===== src/hdl/mcs_pkg.sv =====
// ----------------------------------------------------------------------------
// mcs_pkg: shared types and constants for the Markov cohort step block
// Field widths, fixed-point limits, request codes and the control bundle
// that the sequencer hands to the accumulator bank.
// ----------------------------------------------------------------------------
package mcs_pkg;

  // Field widths of the request and result channels.
  localparam int IDX_W  = 4;   // state index field
  localparam int VAL_W  = 32;  // occupancy, unsigned Q16.16
  localparam int CNT_W  = 5;   // states_in_use register
  localparam int PROB_W = 17;  // probability after clamping, Q1.16 up to 1.0
  localparam int ACC_W  = 40;  // accumulator, unsigned Q24.16

  // Product of occupancy and probability as the serial multiplier leaves it.
  localparam int PROD_HI_W = VAL_W + 1;         // upper part, weight 2^PROB_W
  localparam int RND_W     = PROD_HI_W + 1;     // product with bit 16, i.e. >> 16
  localparam int STEP_W    = $clog2(PROB_W + 1);

  // Design limits and reset values.
  localparam int MAX_STATES_DEF = 16;
  localparam int STATE_CAP      = 16;           // largest state count the fields can name
  localparam logic [CNT_W-1:0]  STATES_RESET = CNT_W'(16);
  localparam logic [PROB_W-1:0] ONE_Q16      = PROB_W'(65536);

  // Request kinds.
  localparam logic REQ_LOAD  = 1'b0;
  localparam logic REQ_ENTRY = 1'b1;

  // Control from the sequencer to the accumulator bank.
  typedef struct packed {
    logic             add_en;     // add the rounded product into the selected entry
    logic             clear_all;  // clear every accumulator
    logic [IDX_W-1:0] idx;        // entry to read and update
  } acc_ctl_t;

endpackage


===== src/hdl/mcs_mul.sv =====
// ----------------------------------------------------------------------------
// mcs_mul: bit-serial occupancy by probability multiplier
// Consumes one probability bit per cycle, least significant first, with a
// single narrow adder. After PROB_W steps it offers the product shifted down
// by 16 bits together with the rounding carry for round half up.
// ----------------------------------------------------------------------------
module mcs_mul (
  input  logic                            clk,
  input  logic                            rst_n,
  input  logic                            start,
  input  logic [mcs_pkg::VAL_W-1:0]       occ_in,
  input  logic [mcs_pkg::PROB_W-1:0]      prob_in,
  output logic                            done,
  output logic [mcs_pkg::RND_W-1:0]       rnd_base,
  output logic                            rnd_cin
);

  logic                               run_r,  run_nxt;
  logic [mcs_pkg::STEP_W-1:0]         cnt_r,  cnt_nxt;
  logic [mcs_pkg::VAL_W-1:0]          occ_r,  occ_nxt;
  logic [mcs_pkg::PROB_W-1:0]         prob_r, prob_nxt;
  logic [mcs_pkg::PROD_HI_W-1:0]      hi_r,   hi_nxt;
  logic [mcs_pkg::PROB_W-1:0]         lo_r,   lo_nxt;
  logic [mcs_pkg::PROD_HI_W:0]        step_sum;

  // One shift-and-add step: add the multiplicand when the current bit is set.
  assign step_sum = {1'b0, hi_r} +
                    (prob_r[0] ? (mcs_pkg::PROD_HI_W + 1)'(occ_r)
                               : '0);

  always_comb begin
    run_nxt  = run_r;
    cnt_nxt  = cnt_r;
    occ_nxt  = occ_r;
    prob_nxt = prob_r;
    hi_nxt   = hi_r;
    lo_nxt   = lo_r;
    if (start) begin
      run_nxt  = 1'b1;
      cnt_nxt  = mcs_pkg::STEP_W'(mcs_pkg::PROB_W);
      occ_nxt  = occ_in;
      prob_nxt = prob_in;
      hi_nxt   = '0;
      lo_nxt   = '0;
    end else if (run_r && (cnt_r != '0)) begin
      cnt_nxt  = cnt_r - mcs_pkg::STEP_W'(1);
      prob_nxt = prob_r >> 1;
      hi_nxt   = step_sum[mcs_pkg::PROD_HI_W:1];
      lo_nxt   = {step_sum[0], lo_r[mcs_pkg::PROB_W-1:1]};
    end else if (run_r) begin
      // The finished product has been offered for one cycle.
      run_nxt = 1'b0;
    end
  end

  always_ff @(posedge clk) begin
    if (!rst_n) begin
      run_r <= 1'b0;
      cnt_r <= '0;
    end else begin
      run_r <= run_nxt;
      cnt_r <= cnt_nxt;
    end
  end

  // Datapath registers carry no reset.
  always_ff @(posedge clk) begin
    occ_r  <= occ_nxt;
    prob_r <= prob_nxt;
    hi_r   <= hi_nxt;
    lo_r   <= lo_nxt;
  end

  // Adding 2^15 to the product and shifting by 16 equals taking bits 16 and
  // up and adding bit 15 as a carry.
  assign done     = run_r && (cnt_r == '0);
  assign rnd_base = {hi_r, lo_r[mcs_pkg::PROB_W-1]};
  assign rnd_cin  = lo_r[mcs_pkg::PROB_W-2];

endmodule


===== src/hdl/mcs_acc_bank.sv =====
// ----------------------------------------------------------------------------
// mcs_acc_bank: accumulators of the next occupancy vector
// Holds one saturating Q24.16 accumulator per state. The selected entry is
// read out, can take a rounded product, and all entries clear together when
// the vector has been emitted.
// ----------------------------------------------------------------------------
module mcs_acc_bank #(
  parameter int DEPTH = mcs_pkg::STATE_CAP
) (
  input  logic                          clk,
  input  logic                          rst_n,
  input  mcs_pkg::acc_ctl_t             ctl,
  input  logic [mcs_pkg::RND_W-1:0]     addend,
  input  logic                          addend_cin,
  output logic [mcs_pkg::ACC_W-1:0]     rd_data
);

  localparam int IW = $clog2(DEPTH);

  logic [mcs_pkg::ACC_W-1:0] acc_r [DEPTH];
  logic [IW-1:0]             sel;
  logic [mcs_pkg::ACC_W:0]   sum;
  logic [mcs_pkg::ACC_W-1:0] sum_sat;

  assign sel     = ctl.idx[IW-1:0];
  assign rd_data = acc_r[sel];

  // Add with the rounding carry folded in, then clamp at the top of range.
  assign sum     = {1'b0, acc_r[sel]} + (mcs_pkg::ACC_W + 1)'(addend) +
                   (mcs_pkg::ACC_W + 1)'(addend_cin);
  assign sum_sat = sum[mcs_pkg::ACC_W] ? '1 : sum[mcs_pkg::ACC_W-1:0];

  always_ff @(posedge clk) begin
    if (!rst_n || ctl.clear_all) begin
      for (int i = 0; i < DEPTH; i++) begin
        acc_r[i] <= '0;
      end
    end else if (ctl.add_en) begin
      acc_r[sel] <= sum_sat;
    end
  end

endmodule


===== src/hdl/markov_cohort_step.sv =====
// ----------------------------------------------------------------------------
// markov_cohort_step: one propagation step of a Markov cohort vector
// Load requests set occupancy; entry requests multiply-accumulate into the
// next vector; the closing entry emits the new vector one element a cycle
// while the result side does not stall. An in-range entry passes through
// the accept, the 17-step bit-serial multiplier and the accumulate; a load
// or an out-of-range entry needs no multiply.
// Throughput: one request at a time; a closing entry then emits n
// elements, one per free output slot.
// Reset (synchronous, active low) clears occupancy and accumulators and
// sets the state count to 16.
// ----------------------------------------------------------------------------
module markov_cohort_step #(
  parameter int MAX_STATES = mcs_pkg::MAX_STATES_DEF
) (
  input  logic                          clk,
  input  logic                          rst_n,
  // Request channel
  input  logic                          in_valid,
  output logic                          in_stall,
  input  logic                          in_req_type,
  input  logic [mcs_pkg::IDX_W-1:0]     in_from_state,
  input  logic [mcs_pkg::IDX_W-1:0]     in_to_state,
  input  logic [mcs_pkg::VAL_W-1:0]     in_item_value,
  input  logic                          in_end_of_matrix,
  // Result channel
  output logic                          out_valid,
  input  logic                          out_stall,
  output logic [mcs_pkg::IDX_W-1:0]     out_state_index,
  output logic [mcs_pkg::VAL_W-1:0]     out_occupancy,
  output logic                          out_clipped,
  output logic                          out_last_of_run,
  // Configuration
  input  logic                          cfg_wr_en,
  input  logic [mcs_pkg::CNT_W-1:0]     cfg_wr_data
);

  localparam int CAP = (MAX_STATES < mcs_pkg::STATE_CAP) ? MAX_STATES
                                                          : mcs_pkg::STATE_CAP;
  localparam int IW  = $clog2(CAP);
  localparam logic [mcs_pkg::CNT_W-1:0] CAP_N = mcs_pkg::CNT_W'(CAP);

  typedef enum logic [2:0] {
    ST_IDLE = 3'b001,
    ST_MUL  = 3'b010,
    ST_EMIT = 3'b100
  } state_t;

  state_t                         st_r, st_nxt;
  logic [mcs_pkg::CNT_W-1:0]      states_r;
  logic [mcs_pkg::CNT_W-1:0]      n_eff;
  logic [mcs_pkg::VAL_W-1:0]      occ_r [CAP];
  logic [mcs_pkg::IDX_W-1:0]      dst_r, dst_nxt;
  logic                           last_r, last_nxt;
  logic [IW-1:0]                  k_r, k_nxt;
  logic                           in_accept;
  logic                           from_ok, to_ok;
  logic [mcs_pkg::PROB_W-1:0]     prob_sat;
  logic                           mul_start, mul_done;
  logic [mcs_pkg::RND_W-1:0]      rnd_base;
  logic                           rnd_cin;
  mcs_pkg::acc_ctl_t              acc_ctl;
  logic [mcs_pkg::ACC_W-1:0]      acc_rd;
  logic                           slot_free;
  logic                           emit_go;
  logic                           emit_last;
  logic                           emit_clip;
  logic [mcs_pkg::VAL_W-1:0]      emit_val;
  logic                           out_valid_r;
  logic [mcs_pkg::IDX_W-1:0]      out_idx_r;
  logic [mcs_pkg::VAL_W-1:0]      out_occ_r;
  logic                           out_clip_r;
  logic                           out_last_r;

  // Effective state count: the register clamped to 1 .. CAP.
  always_comb begin
    if (states_r == '0) begin
      n_eff = mcs_pkg::CNT_W'(1);
    end else if (states_r > CAP_N) begin
      n_eff = CAP_N;
    end else begin
      n_eff = states_r;
    end
  end

  always_ff @(posedge clk) begin
    if (!rst_n) begin
      states_r <= mcs_pkg::STATES_RESET;
    end else if (cfg_wr_en) begin
      states_r <= cfg_wr_data;
    end
  end

  // Requests are taken only between pieces of work.
  assign in_stall  = (st_r != ST_IDLE);
  assign in_accept = in_valid && !in_stall;
  assign from_ok   = ({1'b0, in_from_state} < n_eff);
  assign to_ok     = ({1'b0, in_to_state} < n_eff);
  assign prob_sat  = (in_item_value > mcs_pkg::VAL_W'(mcs_pkg::ONE_Q16))
                     ? mcs_pkg::ONE_Q16
                     : in_item_value[mcs_pkg::PROB_W-1:0];
  assign mul_start = in_accept && (in_req_type == mcs_pkg::REQ_ENTRY) &&
                     from_ok && to_ok;

  mcs_mul u_mul (
    .clk      (clk),
    .rst_n    (rst_n),
    .start    (mul_start),
    .occ_in   (occ_r[in_from_state[IW-1:0]]),
    .prob_in  (prob_sat),
    .done     (mul_done),
    .rnd_base (rnd_base),
    .rnd_cin  (rnd_cin)
  );

  // Emission: one element per free output slot.
  assign slot_free = !out_valid_r || !out_stall;
  assign emit_go   = (st_r == ST_EMIT) && slot_free;
  assign emit_last = (mcs_pkg::CNT_W'(k_r) == (n_eff - mcs_pkg::CNT_W'(1)));
  assign emit_clip = (acc_rd[mcs_pkg::ACC_W-1:mcs_pkg::VAL_W] != '0);
  assign emit_val  = emit_clip ? '1 : acc_rd[mcs_pkg::VAL_W-1:0];

  // Accumulator bank control.
  always_comb begin
    acc_ctl.add_en    = (st_r == ST_MUL) && mul_done;
    acc_ctl.clear_all = emit_go && emit_last;
    acc_ctl.idx       = (st_r == ST_EMIT) ? mcs_pkg::IDX_W'(k_r) : dst_r;
  end

  mcs_acc_bank #(
    .DEPTH (CAP)
  ) u_acc_bank (
    .clk        (clk),
    .rst_n      (rst_n),
    .ctl        (acc_ctl),
    .addend     (rnd_base),
    .addend_cin (rnd_cin),
    .rd_data    (acc_rd)
  );

  // Sequencer.
  always_comb begin
    st_nxt   = st_r;
    dst_nxt  = dst_r;
    last_nxt = last_r;
    k_nxt    = k_r;
    case (st_r)
      ST_IDLE: begin
        if (in_accept && (in_req_type == mcs_pkg::REQ_ENTRY)) begin
          dst_nxt  = in_to_state;
          last_nxt = in_end_of_matrix;
          k_nxt    = '0;
          if (from_ok && to_ok) begin
            st_nxt = ST_MUL;
          end else if (in_end_of_matrix) begin
            st_nxt = ST_EMIT;
          end
        end
      end
      ST_MUL: begin
        if (mul_done) begin
          st_nxt = last_r ? ST_EMIT : ST_IDLE;
        end
      end
      ST_EMIT: begin
        if (emit_go) begin
          if (emit_last) begin
            st_nxt = ST_IDLE;
          end else begin
            k_nxt = k_r + IW'(1);
          end
        end
      end
      default: begin
        st_nxt = ST_IDLE;
      end
    endcase
  end

  always_ff @(posedge clk) begin
    if (!rst_n) begin
      st_r <= ST_IDLE;
      k_r  <= '0;
    end else begin
      st_r <= st_nxt;
      k_r  <= k_nxt;
    end
  end

  always_ff @(posedge clk) begin
    dst_r  <= dst_nxt;
    last_r <= last_nxt;
  end

  // Occupancy vector: written by loads and by emitted elements.
  always_ff @(posedge clk) begin
    if (!rst_n) begin
      for (int i = 0; i < CAP; i++) begin
        occ_r[i] <= '0;
      end
    end else if (emit_go) begin
      occ_r[k_r] <= emit_val;
    end else if (in_accept && (in_req_type == mcs_pkg::REQ_LOAD) && from_ok) begin
      occ_r[in_from_state[IW-1:0]] <= in_item_value;
    end
  end

  // Output register: holds an element until the result side takes it.
  always_ff @(posedge clk) begin
    if (!rst_n) begin
      out_valid_r <= 1'b0;
    end else if (emit_go) begin
      out_valid_r <= 1'b1;
    end else if (!out_stall) begin
      out_valid_r <= 1'b0;
    end
  end

  always_ff @(posedge clk) begin
    if (emit_go) begin
      out_idx_r  <= mcs_pkg::IDX_W'(k_r);
      out_occ_r  <= emit_val;
      out_clip_r <= emit_clip;
      out_last_r <= emit_last;
    end
  end

  assign out_valid       = out_valid_r;
  assign out_state_index = out_idx_r;
  assign out_occupancy   = out_occ_r;
  assign out_clipped     = out_clip_r;
  assign out_last_of_run = out_last_r;

  // The vector's final element carries the highest active index.
  a_last_index: assert property (@(posedge clk) disable iff (!rst_n)
    (out_valid && out_last_of_run) |->
      ({1'b0, out_state_index} == (n_eff - mcs_pkg::CNT_W'(1))))
    else $error("last_of_run on an element other than the final active state");

  // A clipped element is always pinned at full scale.
  a_clip_sat: assert property (@(posedge clk) disable iff (!rst_n)
    (out_valid && out_clipped) |-> (&out_occupancy))
    else $error("clipped element not saturated");

  // The multiplier only finishes while the sequencer waits for it.
  a_mul_done: assert property (@(posedge clk) disable iff (!rst_n)
    mul_done |-> (st_r == ST_MUL))
    else $error("multiplier finished outside the multiply phase");

  // An in-range entry always puts the sequencer into the multiply phase in the next cycle.
  a_entry_mul: assert property (@(posedge clk) disable iff (!rst_n)
    mul_start |=> (st_r == ST_MUL))
    else $error("in-range entry did not start a multiply");

endmodule

===== config.mk =====
export PLATFORM = sky130hd
export DESIGN_NAME = markov_cohort_step
export DESIGN_NICKNAME = d
export VERILOG_FILES = /design/src/hdl/mcs_pkg.sv /design/src/hdl/mcs_mul.sv /design/src/hdl/mcs_acc_bank.sv /design/src/hdl/markov_cohort_step.sv
export SDC_FILE = /design/constraint.sdc
export NUM_CORES = 2
export LEC_CHECK = 0
export BUFFER_PORTS_ARGS = -buffer_cell sky130_fd_sc_hd__buf_2
export CORE_UTILIZATION = 25
export CTS_CLUSTER_SIZE = 30
export DETAILED_ROUTE_END_ITERATION = 7
export PLACE_DENSITY_LB_ADDON = 0.1
export SETUP_SLACK_MARGIN = 0.2
export SYNTH_ARGS = -nofsm -noshare
export SYNTH_HDL_FRONTEND = slang
export SYNTH_SLANG_ARGS = --single-unit

===== constraint.sdc =====
create_clock -name clk -period 9 [get_ports clk]
set_input_delay 0.45 -clock clk [delete_from_list [all_inputs] [get_ports clk]]
set_output_delay 0.45 -clock clk [all_outputs]
set_load 0.01 [all_outputs]

# Word level (Yosys, flattened, before mapping)
# Memories as Yosys holds them, arrays and structs flattened. A register that Yosys moved wholly into a read port is not among the register bits.
# Cells that the tools add are included.
word_totals:
  reg_bits: 129
  mem_bits_rw: 1152
  input_bits: 52
  out_inout_bits: 40
  elab_cells: 123
  n_memories: 2
op_classes:
  addsub: 6
  magnitude_cmp: 4
  n_eq_ne: 13
  mux: 49
  n_bitwise: 2
  reduce_logical: 31
mem_list:
  columns: ["name", "words", "word_bits", "rd", "rd_ports_with_merged_regs", "wr", "line_no", "rtl"]
  rows:
  - ["u_acc_bank.acc_r", 16, 40, 1, 0, 16, "mcs_acc_bank.sv:20", "logic [mcs_pkg::ACC_W-1:0] acc_r [DEPTH];"]
  - ["occ_r", 16, 32, 1, 1, 16, "markov_cohort_step.sv:52", "logic [mcs_pkg::VAL_W-1:0] occ_r [CAP];"]
ops:
  columns: ["operator", "n"]
  rows:
  - ["32-bit 2-to-1 mux", 4]
  - ["40-bit 2-to-1 mux", 2]
  - ["32-bit OR reduction", 2]
  - ["17-bit 2-to-1 mux", 3]
  - ["40-bit by 34-bit adder with 41-bit output", 1]
  - ["41-bit by 1-bit adder with 41-bit output", 1]
  - ["40-bit OR reduction", 1]
  - ["33-bit by 34-bit adder with 34-bit output", 1]
  - ["32-bit by 17-bit > comparator with 1-bit output (second input constant)", 1]
  - ["4-bit 2-to-1 mux", 7]
  - ["3-bit 2-to-1 mux", 7]
  - ["1-bit 2-to-1 mux", 20]
  - ["5-bit 2-to-1 mux", 4]
  - ["1-bit logical AND", 12]
  - ["2-bit != test (second input constant)", 6]
  - ["5-bit zero test", 2]
  - ["4-bit by 5-bit < comparator with 1-bit output", 2]
  - ["5-bit by 1-bit subtractor with 5-bit output (second input constant)", 2]
  - ["3-bit case mux with 3 select lines", 1]
  - ["4-bit case mux with 2 select lines", 1]
  - ["8-bit nonzero test", 1]
  - ["4-bit by 5-bit equality test with 1-bit output", 1]
  - ["5-bit > comparator (second input constant)", 1]
  - ["5-bit AND reduction", 1]
  - ["other kinds (15)", 21]

# Logic depth before layout (Yosys ltp)
depth:
  ltp_word: 11
  ltp_mapped: 28

# Hierarchy
# A second synthesis with hierarchy kept.
unflattened:
  cells_unflattened: 4193
  area_unflattened_um2: 61246.2
modules_own_cells:
  columns: ["module", "n_inst", "cells_each", "area_each_um2"]
  rows:
  - ["mcs_acc_bank", 1, 2018, 30749.5]
  - ["markov_cohort_step", 1, 1642, 25304.3]
  - ["mcs_mul", 1, 533, 5192.5]

# Worst setup path after synthesis
# Ideal clock, no wire load.
synth_timing:
  kind: "register -> register"
  startpoint: "reg st_r[0]"
  endpoint: "mem occ_r[14][0] (netlist name) (enable)"
  setup_ps: 466
  arrival_ps: 6164
  required_ps: 8534
  path_slack_ps: 2370
  path_stages_with_launch: 9
  path_buffers: 2
  synth_period_minus_slack_ps: 6630
  cell_sequence: "dfxtp_1 or3b_1 buf_4 clkbuf_1 a21oi_1 and3_1 o21a_1 a32oi_1 o21ai_0"
synth_lines:
  columns: ["item", "line_no", "rtl"]
  rows:
  - ["start: declaration", "markov_cohort_step.sv:49", "state_t st_r, st_nxt;"]
  - ["start signal: assignment", "markov_cohort_step.sv:185", "st_r <= st_nxt;"]
  - ["end: declaration", "markov_cohort_step.sv:52", null]

==> reports/metrics.cfg <==
[layout]
final_cell_mix=edfxtp_1, nor2_1, nand2_1, and2_1, nand3_1
final_common_cell=edfxtp_1
drive_above_1_share_pct=14.9
nets=5371
area_growth_pct=16.2

[timing]
min_period_ns=8.26
worst_slack_ns=0.742
max_freq_mhz=121
slew_violations=0
rsz0062_at_grt=false
finalHoldViolCount=0
period_share_pct=91.8
tightest_slew_ns=1.31
maxSlewHeadroom_pct=12.5
setup_violations=0
fin_setup_tns_ns=0
clock_skew_ns=0.0261

[floorplanning]
io_pins=92
dieArea_um2=249000
die_h_um=499
die_w_um=499
rows=182
start_util_pct=25.1
core_um2=246000

[worst_setup_path]
required_ns=9.52
crit_path_end_kind=register
crit_fanout=33
path_class=reg -> reg
arrival_ns=8.78
cp-start-kind=register

[cts]
clock-root-buffer=clkbuf_16
ctsResizeCount=0
cts_sinks=1298
clk_pin_slew_ns=0.06
clkLatencyLatePin_ns=0.83
cts_inserted_buffers=162
htreeDepth=4
clk_path_buf_depth=3
holdBufCountCts=33
cts_tree=yes
post-cts-setup-buffers=0

[drt]
drtIter0Drc=3493
routed_wl_um=241000
drt-pass1-iter-count=6
viasPerCell=4.90
wl_per_cell_um=28.0
ant_nets=0
drc=0
vias=42100

[synth]
synth_top_family_by_area=simple AND/OR/NAND/NOR gates
ys_seq_area_share_pct=62.2
synthMuxAreaShare_pct=6.24
synth_xor_area_share_pct=0.766
synthSimpleGateAreaFrac_pct=18.3
synth-seq-cells=1298
syn_area_um2=61800
async_flop_share_pct=0
synth_edf_count=1244
netlist_instances=5200
syn_area_per_cell_um2=11.9
synth_fp_nets=5329
yosys.area_share.adder_pct=1.60
ys_warn_count=0
synth.distinct_cells=81
synth_flop_cell=edfxtp_1
synth_compound_area_share_pct=7.51

[power]
peakVddDrop_v=0.000147
power_density_nw_per_um2=211
p_leak_nw=25.6

[grt]
grt_pass1_wl_um=338000
overflow=0
track_usage_pct=19.1
antenna_found_initial=9
grt_start_max_net_pins=142
grt_pass1_vias=42700

[outcome]
status=finished, final reports clean

[flow_run]
maxCapViolations=0

[place]
hpwl_um=132000
numPortBuffers=91
dpl_worst_slack_ns=0.767
gp_congestion=0.769

[hold_path]
hp-class=in -> reg

[where the power goes]
part           switching (W)  internal (W)
combinational        0.00137      0.000575
sequential         0.0000834       0.00684
clock                0.00274       0.00353
[kinds of logic (layout without fill, tap and decap cells)]
logic type	Yosys count	after routing
xor+xnor	54	54
other cells	0	6
simple gates	2407	2407
buf+inv	526	682
fa+ha+maj	77	77
flops	1298	1298
compound gates	653	653
mux	185	185
[worst max-delay path: stages (launching register included)]
cell and delay (ns):
dfxtp_1 0.39, or3b_4 0.54, a21oi_4 0.74, buf_4 0.42, nand2_1 0.09, and3_1 0.19, a311o_1 0.31, a31oi_1 0.88
ha_1 0.50, a21o_1 0.21, a31oi_1 0.23, nand2_1 0.08, o21ai_0 0.38, o211ai_1 0.35, a2111oi_0 1.12, buf_4 0.27
and4bb_2 0.33, buf_12 0.25, a22oi_1 0.26, buf_4 0.26, nor2_1 0.06
[stage by stage]
stage / util, % / total power [W] / cell area, um^2 / hold slack, ns / std cells
3_3_place_gp: 27.0 / 0.00900 / 66500 / 0.449 / 8264
2_1_floorplan: - / 0.00813 / 61800 / 0.428 / 5200
5_1_grt: 29.2 / 0.0157 / 71700 / 0.0916 / 8579
4_1_cts: 29.2 / 0.0153 / 71700 / 0.0587 / 8576
3_5_place_dp: 27.1 / 0.00900 / 66500 / 0.454 / 8265
6_report: 29.2 / 0.0151 / 71800 / 0.150 / 8582
[final cells by class]
class / count / area [um^2]
clock buffers: 199 / 4210
well taps: 3220 / 4030
fillers: 25000 / 174000
flip-flops and latches: 1298 / 38400
repair buffers: 313 / 2320
diodes: 6 / 15.0
clock inverters: 79 / 702
inverters: 91 / 342
multi-input cells: 3376 / 21700
[sequential cells by signal, indices dropped and copies added, names as in the netlist, 5 cells and up]
| name | flops |
|---|---|
| u_mul.cnt_r | 5 |
| u_mul.prob_r | 17 |
| states_r | 5 |
| u_mul.hi_r | 33 |
| occ_r | 512 |
| u_mul.occ_r | 32 |
| u_acc_bank.acc_r | 640 |
| out_occupancy | 32 |
[worst paths after layout]
kind,start,slack (ns),depth (start not counted),end
setup / recovery,st_r[2],0.74,20,u_acc_bank.acc_r[0][9]
hold reg to reg,u_mul.lo_r[15],0.46,2,u_mul.lo_r[15]
setup reg to reg,st_r[2],0.74,20,u_acc_bank.acc_r[0][9]
hold / removal,in_item_value[0],0.15,3,u_mul.prob_r[0]
[metal layers]
metal / track usage (%) / wire length, um / vias to the layer above
li1: - / - / 18900
met1: 25.2 / 106000 / 21900
met2: 33.0 / 119000 / 1002
met3: 2.43 / 10100 / 276
met4: 4.53 / 5250 / 0
met5: 0 / 0 / -
[synthesized netlist by cell type, types with 36 or more instances]
master / number / area, um^2
nand2_1: 695 / 2610
a31oi_1: 91 / 569
nor2_1: 698 / 2620
nor2b_1: 206 / 1290
a311oi_1: 75 / 657
buf_2: 61 / 305
edfxtp_1: 1244 / 37400
dfxtp_1: 54 / 1080
and2_1: 359 / 2250
ha_1: 74 / 926
clkbuf_1: 334 / 1250
a21oi_1: 120 / 601
a211oi_1: 91 / 683
mux4_2: 160 / 3600
buf_1: 36 / 135
and3_1: 54 / 338
xnor2_1: 39 / 342
o21ai_0: 55 / 275
nor3_1: 70 / 350
nand3_1: 224 / 1120
a21o_1: 41 / 308
inv_1: 90 / 338
No activity file was read; power rests on OpenSTA's default activity.
